==> config.mk <==
export PLATFORM = sky130hd
export DESIGN_NAME = fbpa_ram
export DESIGN_NICKNAME = d
export VERILOG_FILES = /design/src/design/fbpa_ram.sv
export SDC_FILE = /design/constraint.sdc
export NUM_CORES = 1
export LEC_CHECK = 0
export BUFFER_PORTS_ARGS = -buffer_cell sky130_fd_sc_hd__buf_2
export CORE_MARGIN = 8
export CORE_UTILIZATION = 50
export DETAILED_ROUTE_END_ITERATION = 10
export GPL_ROUTABILITY_DRIVEN = 0
export GPL_TIMING_DRIVEN = 0
export PLACE_DENSITY = 0.67
export SLEW_MARGIN = 10
export SYNTH_ARGS = -nofsm -noshare
export SYNTH_HDL_FRONTEND = slang
export SYNTH_SLANG_ARGS = --single-unit
==> constraint.sdc <==
create_clock -name clk -period 3.9 [get_ports clk]
set_clock_uncertainty 0.2 [all_clocks]
set_input_delay 0.975 -clock clk [delete_from_list [all_inputs] [get_ports clk]]
set_output_delay 0.975 -clock clk [all_outputs]
set_load 0.02 [all_outputs]
==> src/design/fbpa_ram.sv <==
module fbpa_ram #(
  parameter int WIDTH = 8,
  parameter int DEPTH = 16
) (
  input  logic                     clk,
  input  logic                     we,
  input  logic [$clog2(DEPTH)-1:0] waddr,
  input  logic [WIDTH-1:0]         wdata,
  input  logic                     re,
  input  logic [$clog2(DEPTH)-1:0] raddr,
  output logic [WIDTH-1:0]         rdata
);

  logic [WIDTH-1:0] mem [DEPTH];

  always_ff @(posedge clk) begin
    if (we) begin
      mem[waddr] <= wdata;
    end
    if (re) begin
      rdata <= mem[raddr];
    end
  end

endmodule
# Word-level counts from Yosys, hierarchy flattened
# Memory sizes are Yosys's and may differ from the RTL's. A register that Yosys moved wholly into a read port is not among the register bits.
# Cells that the tools add are included.
classes:
  n_mux: 2
ops:
  columns: ["op", "n"]
  rows:
  - ["$mux W1", 2]
totals:
  out_inout_bits: 8
  reg_bits: 0
  ram_bits: 128
  n_memories: 1
  inputBits: 19
memory_table:
  columns: ["memory", "depth", "word_bits", "read_ports", "rd_ports_with_merged_regs", "wr", "line", "rtl"]
  rows:
  - ["mem", 16, 8, 1, 1, 1, "14", "logic [WIDTH-1:0] mem [DEPTH];"]

# Longest topological paths before layout
logic_depth:
  word_depth: 2
  mapped_depth: 5

# Worst setup path after synthesis
# No wires, ideal clock.
synth_timing:
  path_type: "input -> register"
  start: "input port waddr[2]"
  end: "memory mem[0][0] (enable)"
  setup_ns: 0.383
  cell_stages: 2
  t_arrival_ns: 2.085
  path_slack_ns: 1.232
  n_path_buf: 0
  t_required_ns: 3.317
  cell_sequence: "or3b_2 nor3_1"
synth_rtl:
  columns: ["element", "line", "rtl"]
  rows:
  - ["start: declaration", "7", "input logic [$clog2(DEPTH)-1:0] waddr,"]
  - ["end: declaration", "14", null]
# Straight into the memory's write port.

# Final worst setup path
layout_timing:
  start: "input port waddr[2]"
  end: "memory mem[0][7] (enable)"
# Straight into the memory's write port.

==> results_dict.tcl <==
set metrics [dict create \
    clk_pin_slew_worst_paths_ns 0.06 \
    ctsHoldBuffers 0 \
    clkPwrFrac 0.458 \
    floorplan.io_pins 27 \
    floorplan.initialDensity 0.511 \
    drt-pass1-iter-count 4 \
    number_of_gates_given_a_new_drive_strength_after_cts 0 \
    syn-instance-count 229 \
    worstSkewPairLatency_ns 0.50 \
    drive_above_1_share 0.294 \
    worstPathCellList "buf_2 -> or3b_2 -> nor3_1" \
    netlist_area_um2 5230 \
    die_height_um 118 \
    startpoint_type "input pin" \
    overall_die_width_um 118 \
    synthesis.area_per_instance_um2 22.8 \
    timing.critical_path.fanout_max 8 \
    setup_viol 0 \
    fillers 721 \
    cellInternalPower_mw 2.68 \
    worst-setup-path-type "input pin to flop" \
    relSlewSlack 0.156 \
    cts_buffers 17 \
    post-cts-setup-buffer-count 0 \
    power.share.sequential 0.494 \
    routedWlPerCell_um 23.0 \
    globalRouteTotalUtil 0.146 \
    overflow 0 \
    synth_top_area_frac 0.781 \
    post_drt_via_cell_ratio 5.64 \
    netlist.top_cell.by_area "sky130_fd_sc_hd__edfxtp_1" \
    ant_nets 0 \
    dp_hpwl_mm 6.15 \
    std_cell_rows 37 \
    syn_nets 248 \
    utilization 0.597 \
    antenna_found_initial 0 \
    detail_route.wirelength_mm 9.69 \
    fin_tns_setup_ns 0 \
    max_slew.worst_pin.slew_ns 1.26 \
    final_hold_violating_endpoints 0 \
    cts_max_level 4 \
    period_share 0.688 \
    power_density_nw_per_um2 548 \
    timing.critical_path.required_ns 3.81 \
    drc 0 \
    timing.hold.worst.class "flop to flop" \
    layout-area-overhead-vs-synth_pct 16.9 \
    maxCapViolCount 0 \
    final.hold.worst_slack_ns 0.575 \
    slew_violations 0 \
    netSwitchingPower_mw 0.671 \
    ctsRootBufferMaster "sky130_fd_sc_hd__clkbuf_8" \
    fmaxAchievable_ghz 0.372 \
    slowest_stage_delay_on_critical_path_ns 0.97 \
    die_footprint_um2 14000 \
    worst-path-buf-inv 1 \
    netSwitchingFraction 0.200 \
    critical_path.endpoint_type "flop" \
    cts_tree "yes" \
    share_comb_of_total_power 0.048 \
    final_period_minus_worst_setup_slack_ns 2.68 \
    grt_pass1_wl_mm 14.6 \
    clock-sinks 136 \
    grt_max_degree 17 \
    drt_initial_violations 204 \
    vias 2380 \
    synth.yosys.warnings 0 \
    timing.critical_path.max_delay_family "simple AND/OR/NAND/NOR gates" \
    netlist_top_cells_area "sky130_fd_sc_hd__edfxtp_1, sky130_fd_sc_hd__mux4_2, sky130_fd_sc_hd__mux4_1" \
    worst_ep_arrival_time_ns 2.59 \
    run_status "finished, final reports clean" \
    rsz0062_at_grt "false" \
    yosysUniqueCellTypes 18 \
    core_region_area_um2 10200 \
    port-buffer-count 25 \
    cellLeakagePower_nw 2.02 \
    synth.ff_latch_count 136 \
    num_antenna_cells 0 \
    first_global_vias 2539 \
    nets 292 \
    highest_delay_cell_along_the_critical_path "sky130_fd_sc_hd__nor3_1" \
    power.ir.vdd_worst_uv 259 \
    seq_total_area_yosys 0.781 \
    clk_path_buf_depth 2 \
]
-- state kept, by name, indices dropped and copies added, names as in the netlist --
signal  count
rdata       8
mem       128
-- layout make-up --
class,count,area [um^2],area share
clock buffers,19,422,0.0690
well taps,136,170,0.0279
clock inverters,13,154,0.0252
repair buffers,25,125,0.0205
plain buffers,10,86.3,0.0141
flip-flops and latches,136,4080,0.669
multi-input cells,83,1070,0.175
-- cells by family (layout without fill, tap and decap cells) --
family                 after synthesis  in the layout  synth area share
DFF                                136            136             0.781
AOI/OAI and AO/OA                   16             16            0.0230
and+or+nand+nor                     35             35            0.0314
buffers and inverters               10             67            0.0165
muxes                               32             32             0.148
-- layer usage --
layer | global-route usage | part of all wire | wire (um) | vias up
li1 | - | - | - | 1071
met5 | 0 | 0 | 0 | -
met3 | 0.0428 | 0.066 | 642 | 6
met4 | 0.0633 | 0.0079 | 77 | 0
met2 | 0.226 | 0.50 | 4890 | 74
met1 | 0.188 | 0.42 | 4080 | 1229
-- Yosys cell counts --
cell                              number
sky130_fd_sc_hd__edfxtp_1            136
sky130_fd_sc_hd__mux4_2               18
sky130_fd_sc_hd__a22oi_1              16
sky130_fd_sc_hd__mux4_1               14
sky130_fd_sc_hd__nor2_1               13
sky130_fd_sc_hd__nand2_1               9
sky130_fd_sc_hd__nor3_1                4
sky130_fd_sc_hd__buf_2                 3
sky130_fd_sc_hd__buf_6                 3
sky130_fd_sc_hd__clkdlybuf4s25_2       3
sky130_fd_sc_hd__nand2b_1              2
sky130_fd_sc_hd__nand3b_1              2
sky130_fd_sc_hd__and2_1                1
sky130_fd_sc_hd__and2b_1               1
sky130_fd_sc_hd__buf_4                 1
sky130_fd_sc_hd__nand3_1               1
sky130_fd_sc_hd__nor2b_1               1
sky130_fd_sc_hd__or3b_2                1
-- worst reg2reg max path, delay by kind of cell (launching register included) --
family | cells | cell delay, ns
and+or+nand+nor | 1 | 0.08
DFF | 1 | 0.34
muxes | 1 | 0.56
AOI/OAI and AO/OA | 1 | 0.27
-- through the flow --
stage,worst slack (ns),power [mW],cell area [um^2],cells
global placement,0.704,1.84,5520,390
finish,1.22,3.35,6110,422
global route,1.17,3.44,6110,422
floorplan,1.23,1.78,5230,229
detailed placement,0.702,1.85,5520,390
CTS,1.21,3.37,6100,422
-- placed cells by master (no fill, tap or decap), types with 3 or more instances in the layout --
cell                              count
sky130_fd_sc_hd__edfxtp_1           136
sky130_fd_sc_hd__clkinvlp_4           5
sky130_fd_sc_hd__clkbuf_16           16
sky130_fd_sc_hd__mux4_1              14
sky130_fd_sc_hd__mux4_2              18
sky130_fd_sc_hd__clkdlybuf4s25_2      3
sky130_fd_sc_hd__buf_2               28
sky130_fd_sc_hd__nor2_1              13
sky130_fd_sc_hd__bufinv_16            3
sky130_fd_sc_hd__buf_6                3
sky130_fd_sc_hd__a22oi_1             16
sky130_fd_sc_hd__nand2_1              9
-- power by group through the flow --
stage          registers (mW)  clock network (mW)  logic [mW]
2_1_floorplan            1.69                   0      0.0831
3_3_place_gp             1.68                   0       0.158
3_5_place_dp             1.68                   0       0.162
4_1_cts                  1.65                1.55       0.163
5_1_grt                  1.66                1.61       0.174
6_report                 1.65                1.53       0.161
-- path summary, 6_finish.rpt --
check / start / end / slack [ns] / cells past startpoint
setup / recovery: waddr[2] / mem[0][7] / 1.22 / 3
hold / removal: mem[8][1] / rdata[1] / 0.57 / 3
setup reg to reg: mem[5][1] / rdata[1] / 2.18 / 3
hold reg to reg: mem[8][1] / rdata[1] / 0.57 / 3
Note: power is estimated with default switching activity, not from simulation.
